## config.mk

```make
export PLATFORM = sky130hd
export DESIGN_NAME = bounding_sphere_merge_core_flat
export DESIGN_NICKNAME = d
export VERILOG_FILES = /design/src/rtl/core/bsm_pkg.sv /design/src/rtl/core/bsm_if.sv /design/src/rtl/core/bounding_sphere_merge_core.sv /design/src/rtl/core/bsm_mac.sv /design/src/rtl/core/bsm_isqrt.sv /design/src/rtl/core/bsm_fdiv.sv /design/src/flat_wrapper.sv
export SDC_FILE = /design/constraint.sdc
export NUM_CORES = 2
export LEC_CHECK = 0
export BUFFER_PORTS_ARGS = -buffer_cell sky130_fd_sc_hd__buf_2
export CORE_MARGIN = 2
export CORE_UTILIZATION = 60
export DETAILED_ROUTE_END_ITERATION = 12
export PLACE_DENSITY = 0.78
export SETUP_SLACK_MARGIN = 0.15
export SYNTH_ARGS = -nofsm -noshare
export SYNTH_HDL_FRONTEND = slang
export SYNTH_SLANG_ARGS = --single-unit
```

## constraint.sdc

```tcl
create_clock -name clk -period 17 [get_ports clk]
set_input_delay 1.7 -clock clk [delete_from_list [all_inputs] [get_ports clk]]
set_output_delay 1.7 -clock clk [all_outputs]
set_load 0.005 [all_outputs]
```

## src/rtl/core/bsm_pkg.sv

```systemverilog
// ----------------------------------------------------------------------------
// bsm_pkg
// Shared widths, case codes and control types for the bounding sphere merge.
// ----------------------------------------------------------------------------
package bsm_pkg;

  localparam int unsigned W      = 32;  // field width, Q16.16
  localparam int unsigned MAG_W  = 33;  // magnitude of a centre difference
  localparam int unsigned ACC_W  = 68;  // squared distance accumulator
  localparam int unsigned DIST_W = 34;  // floor square root of the accumulator
  localparam int unsigned SUM_W  = 35;  // distance plus radii
  localparam int unsigned Q_W    = 33;  // unsigned Q1.32 ratio
  localparam int unsigned SQRT_STEPS = ACC_W / 2;
  localparam int unsigned DIV_STEPS  = Q_W;

  // merge case codes
  localparam logic [2:0] CASE_EMPTY   = 3'd0;
  localparam logic [2:0] CASE_COPIED  = 3'd1;
  localparam logic [2:0] CASE_CONC    = 3'd2;
  localparam logic [2:0] CASE_IN_KEPT = 3'd3;
  localparam logic [2:0] CASE_KEPT_IN = 3'd4;
  localparam logic [2:0] CASE_GROWN   = 3'd5;

  // multiply-accumulate control
  typedef struct packed {
    logic en;   // perform one partial product
    logic clr;  // start a new sum
    logic hi;   // upper half of the b operand
  } mac_ctrl_t;

  // magnitude of a 33-bit signed difference
  function automatic logic [MAG_W-1:0] mag33(input logic signed [MAG_W-1:0] v);
    mag33 = v[MAG_W-1] ? MAG_W'(-v) : MAG_W'(v);
  endfunction

endpackage

```

## src/rtl/core/bsm_if.sv

```systemverilog
// ----------------------------------------------------------------------------
// bsm_if
// Valid/ready channels carrying input spheres and merged results.
// ----------------------------------------------------------------------------
interface bsm_in_if;
  logic        valid;
  logic        ready;
  logic [31:0] in_x;
  logic [31:0] in_y;
  logic [31:0] in_z;
  logic [31:0] in_radius;
  logic [31:0] in_max_radius;
  modport source (output valid, in_x, in_y, in_z, in_radius, in_max_radius, input ready);
  modport sink   (input valid, in_x, in_y, in_z, in_radius, in_max_radius, output ready);
endinterface

interface bsm_out_if;
  logic        valid;
  logic        ready;
  logic [31:0] out_x;
  logic [31:0] out_y;
  logic [31:0] out_z;
  logic [31:0] out_radius;
  logic [31:0] out_max_radius;
  logic [2:0]  merge_case;
  modport source (output valid, out_x, out_y, out_z, out_radius, out_max_radius,
                  merge_case, input ready);
  modport sink   (input valid, out_x, out_y, out_z, out_radius, out_max_radius,
                  merge_case, output ready);
endinterface

```

## src/rtl/core/bounding_sphere_merge_core.sv

```systemverilog
// Sequence: an empty input or an empty kept sphere goes straight to the result;
// other spheres take the squared distance, the 34-step square root and the
// classification, and a grown sphere then the 33-step divide and centre shift.
// One sphere at a time: the next is taken once the result is loaded.
// Reset: synchronous active-low rst_n clears the kept sphere to empty, all zero.
// ----------------------------------------------------------------------------
// bounding_sphere_merge_core
// Running bounding sphere union with a shared multiplier and iterative units.
// ----------------------------------------------------------------------------
module bounding_sphere_merge_core (
  input  logic         clk,
  input  logic         rst_n,
  bsm_in_if.sink       in_bus,
  bsm_out_if.source    out_bus
);
  import bsm_pkg::*;

  localparam logic [2:0] S_IDLE   = 3'd0;
  localparam logic [2:0] S_SQ     = 3'd1;
  localparam logic [2:0] S_RSTART = 3'd2;
  localparam logic [2:0] S_ROOT   = 3'd3;
  localparam logic [2:0] S_CLASS  = 3'd4;
  localparam logic [2:0] S_DIV    = 3'd5;
  localparam logic [2:0] S_SH     = 3'd6;
  localparam logic [2:0] S_DONE   = 3'd7;

  logic [2:0] state_r, state_nxt;
  logic [1:0] ax_r, ax_nxt;
  logic [1:0] ph_r, ph_nxt;

  // kept sphere
  logic [W-1:0] cx_r, cx_nxt, cy_r, cy_nxt, cz_r, cz_nxt;
  logic [W-1:0] rad_r, rad_nxt, loose_r, loose_nxt;
  logic [2:0]   code_r, code_nxt;

  // current beat
  logic [W-1:0] ix_r, ix_nxt, iy_r, iy_nxt, iz_r, iz_nxt, r2_r, r2_nxt;
  logic signed [MAG_W-1:0] dx_r, dx_nxt, dy_r, dy_nxt, dz_r, dz_nxt;
  logic [DIST_W-1:0] dist_r, dist_nxt;

  // result register
  logic         out_valid_r, out_valid_nxt;
  logic [W-1:0] ox_r, oy_r, oz_r, orad_r, oloose_r;
  logic [2:0]   ocase_r;
  logic         out_load;

  // shared units
  mac_ctrl_t         mac_ctrl;
  logic [MAG_W-1:0]  mac_a, mac_b;
  logic [ACC_W-1:0]  mac_acc;
  logic              sq_start, sq_done;
  logic [DIST_W-1:0] sq_root;
  logic              dv_start, dv_done;
  logic [Q_W-1:0]    dv_q;
  logic [SUM_W-1:0]  dv_num, dv_den;

  logic              in_acc;
  logic signed [MAG_W-1:0] dsel;
  logic [W-1:0]      csel, cnew;
  logic [W-1:0]      off;
  logic [SUM_W-1:0]  d_r2, d_r1, d_sum;

  assign in_acc       = in_bus.valid && in_bus.ready;
  assign in_bus.ready = (state_r == S_IDLE);

  // axis selection for the multiplier and the centre update
  always_comb begin
    unique case (ax_r)
      2'd0:    begin dsel = dx_r; csel = cx_r; end
      2'd1:    begin dsel = dy_r; csel = cy_r; end
      default: begin dsel = dz_r; csel = cz_r; end
    endcase
  end

  assign mac_a = mag33(dsel);
  assign mac_b = (state_r == S_SH) ? dv_q : mag33(dsel);
  assign mac_ctrl.en  = ((state_r == S_SQ) || (state_r == S_SH)) && (ph_r != 2'd2);
  assign mac_ctrl.clr = (state_r == S_SQ) ? (ax_r == 2'd0 && ph_r == 2'd0)
                                          : (ph_r == 2'd0);
  assign mac_ctrl.hi  = ph_r[0];

  // offset along one axis, truncated toward zero; never above the difference
  assign off  = mac_acc[63:32];
  assign cnew = dsel[MAG_W-1] ? W'({1'b0, csel} - {1'b0, off})
                              : W'({1'b0, csel} + {1'b0, off});

  // classification sums
  assign d_r2  = SUM_W'(dist_r) + SUM_W'(r2_r);
  assign d_r1  = SUM_W'(dist_r) + SUM_W'(rad_r);
  assign d_sum = d_r1 + SUM_W'(r2_r);
  assign dv_num = d_r2 - SUM_W'(rad_r);
  assign dv_den = {dist_r, 1'b0};
  assign sq_start = (state_r == S_RSTART);
  assign out_load = (state_r == S_DONE) && (!out_valid_r || out_bus.ready);

  // sequencer and datapath next state
  always_comb begin
    state_nxt = state_r;
    ax_nxt    = ax_r;
    ph_nxt    = ph_r;
    cx_nxt    = cx_r;
    cy_nxt    = cy_r;
    cz_nxt    = cz_r;
    rad_nxt   = rad_r;
    loose_nxt = loose_r;
    code_nxt  = code_r;
    ix_nxt    = ix_r;
    iy_nxt    = iy_r;
    iz_nxt    = iz_r;
    r2_nxt    = r2_r;
    dx_nxt    = dx_r;
    dy_nxt    = dy_r;
    dz_nxt    = dz_r;
    dist_nxt  = dist_r;
    dv_start  = 1'b0;
    unique case (state_r)
      S_IDLE: begin
        if (in_acc) begin
          ix_nxt = in_bus.in_x;
          iy_nxt = in_bus.in_y;
          iz_nxt = in_bus.in_z;
          r2_nxt = in_bus.in_radius;
          dx_nxt = $signed({in_bus.in_x[W-1], in_bus.in_x}) - $signed({cx_r[W-1], cx_r});
          dy_nxt = $signed({in_bus.in_y[W-1], in_bus.in_y}) - $signed({cy_r[W-1], cy_r});
          dz_nxt = $signed({in_bus.in_z[W-1], in_bus.in_z}) - $signed({cz_r[W-1], cz_r});
          if (loose_r < in_bus.in_max_radius) loose_nxt = in_bus.in_max_radius;
          ax_nxt = 2'd0;
          ph_nxt = 2'd0;
          priority if (in_bus.in_radius == '0) begin
            code_nxt  = CASE_EMPTY;
            state_nxt = S_DONE;
          end else if (rad_r == '0) begin
            cx_nxt    = in_bus.in_x;
            cy_nxt    = in_bus.in_y;
            cz_nxt    = in_bus.in_z;
            rad_nxt   = in_bus.in_radius;
            loose_nxt = in_bus.in_max_radius;
            code_nxt  = CASE_COPIED;
            state_nxt = S_DONE;
          end else begin
            state_nxt = S_SQ;
          end
        end
      end
      S_SQ: begin
        // two partial products per axis into one sum
        if (ph_r == 2'd0) begin
          ph_nxt = 2'd1;
        end else begin
          ph_nxt = 2'd0;
          ax_nxt = ax_r + 2'd1;
          if (ax_r == 2'd2) state_nxt = S_RSTART;
        end
      end
      S_RSTART: state_nxt = S_ROOT;
      S_ROOT: begin
        if (sq_done) begin
          dist_nxt  = sq_root;
          state_nxt = S_CLASS;
        end
      end
      S_CLASS: begin
        priority if (dist_r == '0) begin
          if (r2_r > rad_r) rad_nxt = r2_r;
          code_nxt  = CASE_CONC;
          state_nxt = S_DONE;
        end else if (SUM_W'(rad_r) > d_r2) begin
          code_nxt  = CASE_IN_KEPT;
          state_nxt = S_DONE;
        end else if (d_r1 < SUM_W'(r2_r)) begin
          cx_nxt    = ix_r;
          cy_nxt    = iy_r;
          cz_nxt    = iz_r;
          rad_nxt   = r2_r;
          code_nxt  = CASE_KEPT_IN;
          state_nxt = S_DONE;
        end else begin
          rad_nxt   = (d_sum[SUM_W-1:1] > (SUM_W-1)'({W{1'b1}})) ? {W{1'b1}}
                                                                  : d_sum[W:1];
          code_nxt  = CASE_GROWN;
          dv_start  = 1'b1;
          ax_nxt    = 2'd0;
          ph_nxt    = 2'd0;
          state_nxt = S_DIV;
        end
      end
      S_DIV: begin
        if (dv_done) state_nxt = S_SH;
      end
      S_SH: begin
        // low half, high half, then apply the offset
        if (ph_r != 2'd2) begin
          ph_nxt = ph_r + 2'd1;
        end else begin
          ph_nxt = 2'd0;
          ax_nxt = ax_r + 2'd1;
          unique case (ax_r)
            2'd0:    cx_nxt = cnew;
            2'd1:    cy_nxt = cnew;
            default: cz_nxt = cnew;
          endcase
          if (ax_r == 2'd2) state_nxt = S_DONE;
        end
      end
      S_DONE: begin
        if (out_load) state_nxt = S_IDLE;
      end
      default: state_nxt = S_IDLE;
    endcase
  end

  assign out_valid_nxt = out_load || (out_valid_r && !out_bus.ready);

  always_ff @(posedge clk) begin
    if (!rst_n) begin
      state_r     <= S_IDLE;
      ax_r        <= '0;
      ph_r        <= '0;
      cx_r        <= '0;
      cy_r        <= '0;
      cz_r        <= '0;
      rad_r       <= '0;
      loose_r     <= '0;
      code_r      <= CASE_EMPTY;
      out_valid_r <= 1'b0;
    end else begin
      state_r     <= state_nxt;
      ax_r        <= ax_nxt;
      ph_r        <= ph_nxt;
      cx_r        <= cx_nxt;
      cy_r        <= cy_nxt;
      cz_r        <= cz_nxt;
      rad_r       <= rad_nxt;
      loose_r     <= loose_nxt;
      code_r      <= code_nxt;
      out_valid_r <= out_valid_nxt;
    end
    ix_r   <= ix_nxt;
    iy_r   <= iy_nxt;
    iz_r   <= iz_nxt;
    r2_r   <= r2_nxt;
    dx_r   <= dx_nxt;
    dy_r   <= dy_nxt;
    dz_r   <= dz_nxt;
    dist_r <= dist_nxt;
    if (out_load) begin
      ox_r     <= cx_r;
      oy_r     <= cy_r;
      oz_r     <= cz_r;
      orad_r   <= rad_r;
      oloose_r <= loose_r;
      ocase_r  <= code_r;
    end
  end

  bsm_mac u_mac (
    .clk  (clk),
    .ctrl (mac_ctrl),
    .a    (mac_a),
    .b    (mac_b),
    .acc  (mac_acc)
  );

  bsm_isqrt u_isqrt (
    .clk      (clk),
    .rst_n    (rst_n),
    .start    (sq_start),
    .radicand (mac_acc),
    .root     (sq_root),
    .done     (sq_done)
  );

  bsm_fdiv u_fdiv (
    .clk   (clk),
    .rst_n (rst_n),
    .start (dv_start),
    .num   (dv_num),
    .den   (dv_den),
    .quot  (dv_q),
    .done  (dv_done)
  );

  assign out_bus.valid          = out_valid_r;
  assign out_bus.out_x          = ox_r;
  assign out_bus.out_y          = oy_r;
  assign out_bus.out_z          = oz_r;
  assign out_bus.out_radius     = orad_r;
  assign out_bus.out_max_radius = oloose_r;
  assign out_bus.merge_case     = ocase_r;

  // a valid result carries a defined case code
  a_case_known: assert property (@(posedge clk) disable iff (!rst_n)
    out_bus.valid |-> (out_bus.merge_case <= CASE_GROWN))
    else $error("merge case code out of range");

  // the root only completes while the sequencer waits for it
  a_root_wait: assert property (@(posedge clk) disable iff (!rst_n)
    sq_done |-> (state_r == S_ROOT))
    else $error("square root finished outside its wait state");

  // the quotient only completes while the sequencer waits for it
  a_div_wait: assert property (@(posedge clk) disable iff (!rst_n)
    dv_done |-> (state_r == S_DIV))
    else $error("divide finished outside its wait state");

  // a grown or copied sphere is never left empty
  a_nonempty: assert property (@(posedge clk) disable iff (!rst_n)
    (out_load && (code_r == CASE_GROWN || code_r == CASE_COPIED)) |-> (rad_r != '0))
    else $error("merged sphere empty after growth or copy");

endmodule

```

## src/rtl/core/bsm_mac.sv

```systemverilog
// ----------------------------------------------------------------------------
// bsm_mac
// Shared 33x17 multiply-accumulate; a full 33x33 product takes two steps.
// ----------------------------------------------------------------------------
module bsm_mac (
  input  logic                       clk,
  input  bsm_pkg::mac_ctrl_t         ctrl,
  input  logic [bsm_pkg::MAG_W-1:0]  a,
  input  logic [bsm_pkg::MAG_W-1:0]  b,
  output logic [bsm_pkg::ACC_W-1:0]  acc
);
  import bsm_pkg::*;

  logic [16:0]      mul_b;
  logic [49:0]      prod;
  logic [ACC_W-1:0] part;
  logic [ACC_W-1:0] acc_r;
  logic [ACC_W-1:0] acc_nxt;

  // select half of b, multiply, align
  assign mul_b = ctrl.hi ? {1'b0, b[32:17]} : b[16:0];
  assign prod  = 50'(a) * 50'(mul_b);
  assign part  = ctrl.hi ? ACC_W'({prod, 17'b0}) : ACC_W'(prod);
  assign acc_nxt = ctrl.clr ? part : acc_r + part;

  always_ff @(posedge clk) begin
    if (ctrl.en) acc_r <= acc_nxt;
  end

  assign acc = acc_r;

endmodule

```

## src/rtl/core/bsm_isqrt.sv

```systemverilog
// ----------------------------------------------------------------------------
// bsm_isqrt
// Floor square root of a 68-bit value, two radicand bits per cycle.
// ----------------------------------------------------------------------------
module bsm_isqrt (
  input  logic                        clk,
  input  logic                        rst_n,
  input  logic                        start,
  input  logic [bsm_pkg::ACC_W-1:0]   radicand,
  output logic [bsm_pkg::DIST_W-1:0]  root,
  output logic                        done
);
  import bsm_pkg::*;

  localparam int unsigned REM_W = DIST_W + 4;
  localparam int unsigned CNT_W = $clog2(SQRT_STEPS);

  logic [ACC_W-1:0]  rad_r,  rad_nxt;
  logic [REM_W-1:0]  rem_r,  rem_nxt;
  logic [DIST_W-1:0] root_r, root_nxt;
  logic [CNT_W-1:0]  cnt_r,  cnt_nxt;
  logic              busy_r, busy_nxt;
  logic              done_r, done_nxt;
  logic [REM_W-1:0]  rem_sh;
  logic [REM_W-1:0]  trial;

  // one restoring step
  assign rem_sh = {rem_r[REM_W-3:0], rad_r[ACC_W-1 -: 2]};
  assign trial  = REM_W'({root_r, 2'b01});

  always_comb begin
    rad_nxt  = rad_r;
    rem_nxt  = rem_r;
    root_nxt = root_r;
    cnt_nxt  = cnt_r;
    busy_nxt = busy_r;
    done_nxt = 1'b0;
    if (start) begin
      rad_nxt  = radicand;
      rem_nxt  = '0;
      root_nxt = '0;
      cnt_nxt  = '0;
      busy_nxt = 1'b1;
    end else if (busy_r) begin
      rad_nxt = {rad_r[ACC_W-3:0], 2'b00};
      if (rem_sh >= trial) begin
        rem_nxt  = rem_sh - trial;
        root_nxt = {root_r[DIST_W-2:0], 1'b1};
      end else begin
        rem_nxt  = rem_sh;
        root_nxt = {root_r[DIST_W-2:0], 1'b0};
      end
      cnt_nxt = cnt_r + 1'b1;
      if (cnt_r == CNT_W'(SQRT_STEPS - 1)) begin
        busy_nxt = 1'b0;
        done_nxt = 1'b1;
      end
    end
  end

  always_ff @(posedge clk) begin
    if (!rst_n) begin
      busy_r <= 1'b0;
      done_r <= 1'b0;
      cnt_r  <= '0;
    end else begin
      busy_r <= busy_nxt;
      done_r <= done_nxt;
      cnt_r  <= cnt_nxt;
    end
    rad_r  <= rad_nxt;
    rem_r  <= rem_nxt;
    root_r <= root_nxt;
  end

  assign root = root_r;
  assign done = done_r;

endmodule

```

## src/rtl/core/bsm_fdiv.sv

```systemverilog
// ----------------------------------------------------------------------------
// bsm_fdiv
// Restoring fraction divide num/den as unsigned Q1.32, one bit per cycle.
// ----------------------------------------------------------------------------
module bsm_fdiv (
  input  logic                        clk,
  input  logic                        rst_n,
  input  logic                        start,
  input  logic [bsm_pkg::SUM_W-1:0]   num,
  input  logic [bsm_pkg::SUM_W-1:0]   den,
  output logic [bsm_pkg::Q_W-1:0]     quot,
  output logic                        done
);
  import bsm_pkg::*;

  localparam int unsigned REM_W = SUM_W + 1;
  localparam int unsigned CNT_W = $clog2(DIV_STEPS);

  logic [REM_W-1:0] rem_r, rem_nxt;
  logic [SUM_W-1:0] den_r, den_nxt;
  logic [Q_W-1:0]   q_r,   q_nxt;
  logic [CNT_W-1:0] cnt_r, cnt_nxt;
  logic             busy_r, busy_nxt;
  logic             done_r, done_nxt;
  logic [REM_W-1:0] rem_sh;

  // first step compares without shifting
  assign rem_sh = (cnt_r == '0) ? rem_r : {rem_r[REM_W-2:0], 1'b0};

  always_comb begin
    rem_nxt  = rem_r;
    den_nxt  = den_r;
    q_nxt    = q_r;
    cnt_nxt  = cnt_r;
    busy_nxt = busy_r;
    done_nxt = 1'b0;
    if (start) begin
      rem_nxt  = REM_W'(num);
      den_nxt  = den;
      q_nxt    = '0;
      cnt_nxt  = '0;
      busy_nxt = 1'b1;
    end else if (busy_r) begin
      if (rem_sh >= REM_W'(den_r)) begin
        rem_nxt = rem_sh - REM_W'(den_r);
        q_nxt   = {q_r[Q_W-2:0], 1'b1};
      end else begin
        rem_nxt = rem_sh;
        q_nxt   = {q_r[Q_W-2:0], 1'b0};
      end
      cnt_nxt = cnt_r + 1'b1;
      if (cnt_r == CNT_W'(DIV_STEPS - 1)) begin
        busy_nxt = 1'b0;
        done_nxt = 1'b1;
      end
    end
  end

  always_ff @(posedge clk) begin
    if (!rst_n) begin
      busy_r <= 1'b0;
      done_r <= 1'b0;
      cnt_r  <= '0;
    end else begin
      busy_r <= busy_nxt;
      done_r <= done_nxt;
      cnt_r  <= cnt_nxt;
    end
    rem_r <= rem_nxt;
    den_r <= den_nxt;
    q_r   <= q_nxt;
  end

  assign quot = q_r;
  assign done = done_r;

endmodule

```

## src/flat_wrapper.sv

```systemverilog
// flat-port wrapper written by rule: the top's interface ports become plain ports
module bounding_sphere_merge_core_flat import bsm_pkg::*;
  (clk, rst_n, in_bus_valid, in_bus_in_x, in_bus_in_y, in_bus_in_z, in_bus_in_radius, in_bus_in_max_radius, in_bus_ready, out_bus_valid, out_bus_out_x, out_bus_out_y, out_bus_out_z, out_bus_out_radius, out_bus_out_max_radius, out_bus_merge_case, out_bus_ready);
  bsm_in_if in_bus_i ();
  bsm_out_if out_bus_i ();
  input  logic clk;
  input  logic rst_n;
  input wire logic [$bits(in_bus_i.valid)-1:0] in_bus_valid;
  input wire logic [$bits(in_bus_i.in_x)-1:0] in_bus_in_x;
  input wire logic [$bits(in_bus_i.in_y)-1:0] in_bus_in_y;
  input wire logic [$bits(in_bus_i.in_z)-1:0] in_bus_in_z;
  input wire logic [$bits(in_bus_i.in_radius)-1:0] in_bus_in_radius;
  input wire logic [$bits(in_bus_i.in_max_radius)-1:0] in_bus_in_max_radius;
  output wire logic [$bits(in_bus_i.ready)-1:0] in_bus_ready;
  output wire logic [$bits(out_bus_i.valid)-1:0] out_bus_valid;
  output wire logic [$bits(out_bus_i.out_x)-1:0] out_bus_out_x;
  output wire logic [$bits(out_bus_i.out_y)-1:0] out_bus_out_y;
  output wire logic [$bits(out_bus_i.out_z)-1:0] out_bus_out_z;
  output wire logic [$bits(out_bus_i.out_radius)-1:0] out_bus_out_radius;
  output wire logic [$bits(out_bus_i.out_max_radius)-1:0] out_bus_out_max_radius;
  output wire logic [$bits(out_bus_i.merge_case)-1:0] out_bus_merge_case;
  input wire logic [$bits(out_bus_i.ready)-1:0] out_bus_ready;
  assign in_bus_i.valid = in_bus_valid;
  assign in_bus_i.in_x = in_bus_in_x;
  assign in_bus_i.in_y = in_bus_in_y;
  assign in_bus_i.in_z = in_bus_in_z;
  assign in_bus_i.in_radius = in_bus_in_radius;
  assign in_bus_i.in_max_radius = in_bus_in_max_radius;
  assign in_bus_ready = in_bus_i.ready;
  assign out_bus_valid = out_bus_i.valid;
  assign out_bus_out_x = out_bus_i.out_x;
  assign out_bus_out_y = out_bus_i.out_y;
  assign out_bus_out_z = out_bus_i.out_z;
  assign out_bus_out_radius = out_bus_i.out_radius;
  assign out_bus_out_max_radius = out_bus_i.out_max_radius;
  assign out_bus_merge_case = out_bus_i.merge_case;
  assign out_bus_i.ready = out_bus_ready;
  bounding_sphere_merge_core u_core (.clk(clk), .rst_n(rst_n), .in_bus(in_bus_i), .out_bus(out_bus_i));
endmodule
```

==> impl_metrics.toml <==
[global_routing]
grt_pass1_wl_mm = 370
track_usage = 0.363
grt_pass1_vias = 63300
antenna_found_initial = 32
grt_max_degree = 155
grt_overflow = 0

[outcome]
status = "finished, final reports clean"

[die]
start_util = 0.607
die_x_um = 363
placementRows = 131
fp.coreArea_um2 = 128000
die_area_um2 = 132000
die_h_um = 363
ios = 329

[synth]
synth_seq_cells = 920
syn_area_per_cell_um2 = 9.05
synth_top_flop_cell = "edfxtp_1"
synth.top_cells.by_count = "nand2_1 (1,035), inv_1 (973), nor2_1 (717)"
synth-edff-count = 629
netlist_area_um2 = 77500
synthCells = 8569
yosysSeqAreaShare = 0.319
synthMostInstantiatedCell = "nand2_1"
yosys.cell_types.count = 93
yosysTopAreaCell = "edfxtp_1"
yosysWarnings = 0
synth_top_area_frac = 0.244
synthTopCellsByArea = "edfxtp_1 (24%), fa_1 (12%), ha_1 (10%), dfxtp_1 (7.5%), nand2_1 (5.0%)"
syn_nets = 9835
async_flop_share = 0

[sta]
whs_ns = 0.466
skew_ns = 0.107
period_share = 0.880
report.final.slew_viol_count = 0
maxSlewHeadroom = 0.165
tightestPinTransition_ns = 1.24
hold_viol = 0
finalSetupViolCount = 0
fmax_mhz = 66.8
fin_crit_ns = 14.96
finalSetupTns_ns = 0
rsz0062_at_grt = "false"

[job]
cap_violations = 0

[clocking]
holdBufCountCts = 0
clk_latency_ns = 0.77
cts_root_buf = "clkbuf_16"
htree_levels = 3
cts_max_path_buffers = 3
cts_buffers = 100
cts_setup_buffers = 0
clkTransAtPathRegs_ns = 0.07
tritoncts = "yes"
ctsResizeCount = 0
clock-sinks = 920

[finish]
drive_above_1_share = 0.0877
seqCellArea_um2 = 24700
areaGrowthSynthToFinish_pct = 8.72
multi_input_area_um2 = 48000
layout.nets = 9985
utilization = 0.659
nFillCells = 10500

[placement]
gp_congestion = 0.998
dp_hpwl_mm = 185
io_buffers = 328

[critical_path]
cpPeakStageDelay_ns = 1.04
crit_type = "reg -> reg"
crit_required_ns = 17.49
cp.arrival_ns = 15.45
cp-start-kind = "flop"
reg2reg_slack_ns = 2.04
r2r-end = "u_core.u_mac.acc[64]"
critPathSlowestCell = "mux4_2"
reg2reg_depth = 49
crit_top_cell = "a21o_1"
endpoint_kind = "flop"
r2r_start = "u_core.ax_r[0]"
crit_path_max_fanout = 34

[route]
wl_met1_mm = 95.1
ant_nets = 0
viasPerCell = 6.21
route.met2.wl_mm = 111
first_pass_iters = 6
wl_per_cell_um = 23.1
drt_iter0_drc = 7025
top_layer = "met5"
routed_wl_mm = 242
vias = 65100
met3WireLength_mm = 20.2
drc = 0

[worst_hold_path]
worstHoldStart = "u_core.loose_r[17]"
hold_path_depth = 0
hold_class = "reg -> reg"
min_to = "u_core.out_bus.out_max_radius[17]"
-- placed cells by master (no fill, tap or decap), types with 169 or more instances in the layout --
cell         n
inv_1      973
a21o_1     215
nor2_1     713
fa_1       474
ha_1       626
xnor2_1    291
nand2_1   1034
o21ai_0    387
dfxtp_1    287
a21oi_1    628
edfxtp_1   629
buf_2      327
xor2_1     169
-- per-stage QoR --
stage	setup WS (ns)	instances	cell area, um2
2_1_floorplan	4.82	8569	77500
3_3_place_gp	2.78	10300	80700
6_report	2.04	10500	84300
4_1_cts	2.27	10500	84300
5_1_grt	1.29	10500	84300
3_5_place_dp	2.43	10300	80700
-- sequential cells by signal, indices dropped and copies added (netlist names), 33 cells and up --
register,flops
u_core.u_fdiv.rem_r,36
u_core.u_isqrt.rad_r,68
u_core.u_isqrt.rem_r,36
u_core.dx_r,33
u_core.dist_r,34
u_core.dz_r,33
u_core.u_fdiv.den_r,34
u_core.u_fdiv.quot,33
u_core.dy_r,33
u_core.u_mac.acc,68
u_core.u_isqrt.root,34
-- cell type report --
class | instances | area share
tap | 1662 | 0.0247
timing repair buffer | 407 | 0.0267
inverter | 978 | 0.0436
multi-input combinational | 6312 | 0.569
sequential | 920 | 0.293
clock inverter | 64 | 0.00965
antenna | 12 | 0.000356
clock buffer | 126 | 0.0324
-- layer usage --
metal	track usage	vias up
met5	0	-
met4	0.200	34
met3	0.0689	693
met2	0.586	2857
met1	0.462	31600
li1	-	29900
-- how the worst max path moves through the flow --
stage                   start                   end  slack [ns]  cells past startpoint
2_1_floorplan  u_core.ax_r[0]  u_core.u_mac.acc[64]        4.82                     50
3_3_place_gp   u_core.ax_r[0]  u_core.u_mac.acc[64]        2.78                     50
3_5_place_dp   u_core.ax_r[0]  u_core.u_mac.acc[64]        2.43                     49
4_1_cts        u_core.ax_r[0]  u_core.u_mac.acc[64]        2.27                     49
5_1_grt        u_core.ax_r[0]  u_core.u_mac.acc[64]        1.29                     48
6_report       u_core.ax_r[0]  u_core.u_mac.acc[64]        2.04                     49
-- kinds of logic (layout without fill, tap and decap cells) --
group,after synthesis,in the layout,share of synthesized area
xor+xnor,477,477,0.0539
buf+inv,1337,1575,0.0656
flops,920,920,0.319
simple gates,2538,2538,0.146
compound gates,2020,2020,0.167
fa+ha+maj,1103,1103,0.224
mux,174,174,0.0252
other cells,0,12,0
-- worst max-delay path, delay by kind of cell, from the launching register on --
| kind | cells | cell delay (ns) |
|---|---|---|
| mux | 1 | 1.04 |
| fa+ha+maj | 9 | 4.43 |
| flops | 1 | 0.34 |
| xor+xnor | 2 | 1.08 |
| buf+inv | 5 | 0.51 |
| simple gates | 10 | 1.52 |
| compound gates | 22 | 5.69 |
Power is not shown: default switching activity piles up to over one toggle a cycle in this logic, so the estimate is an artifact.
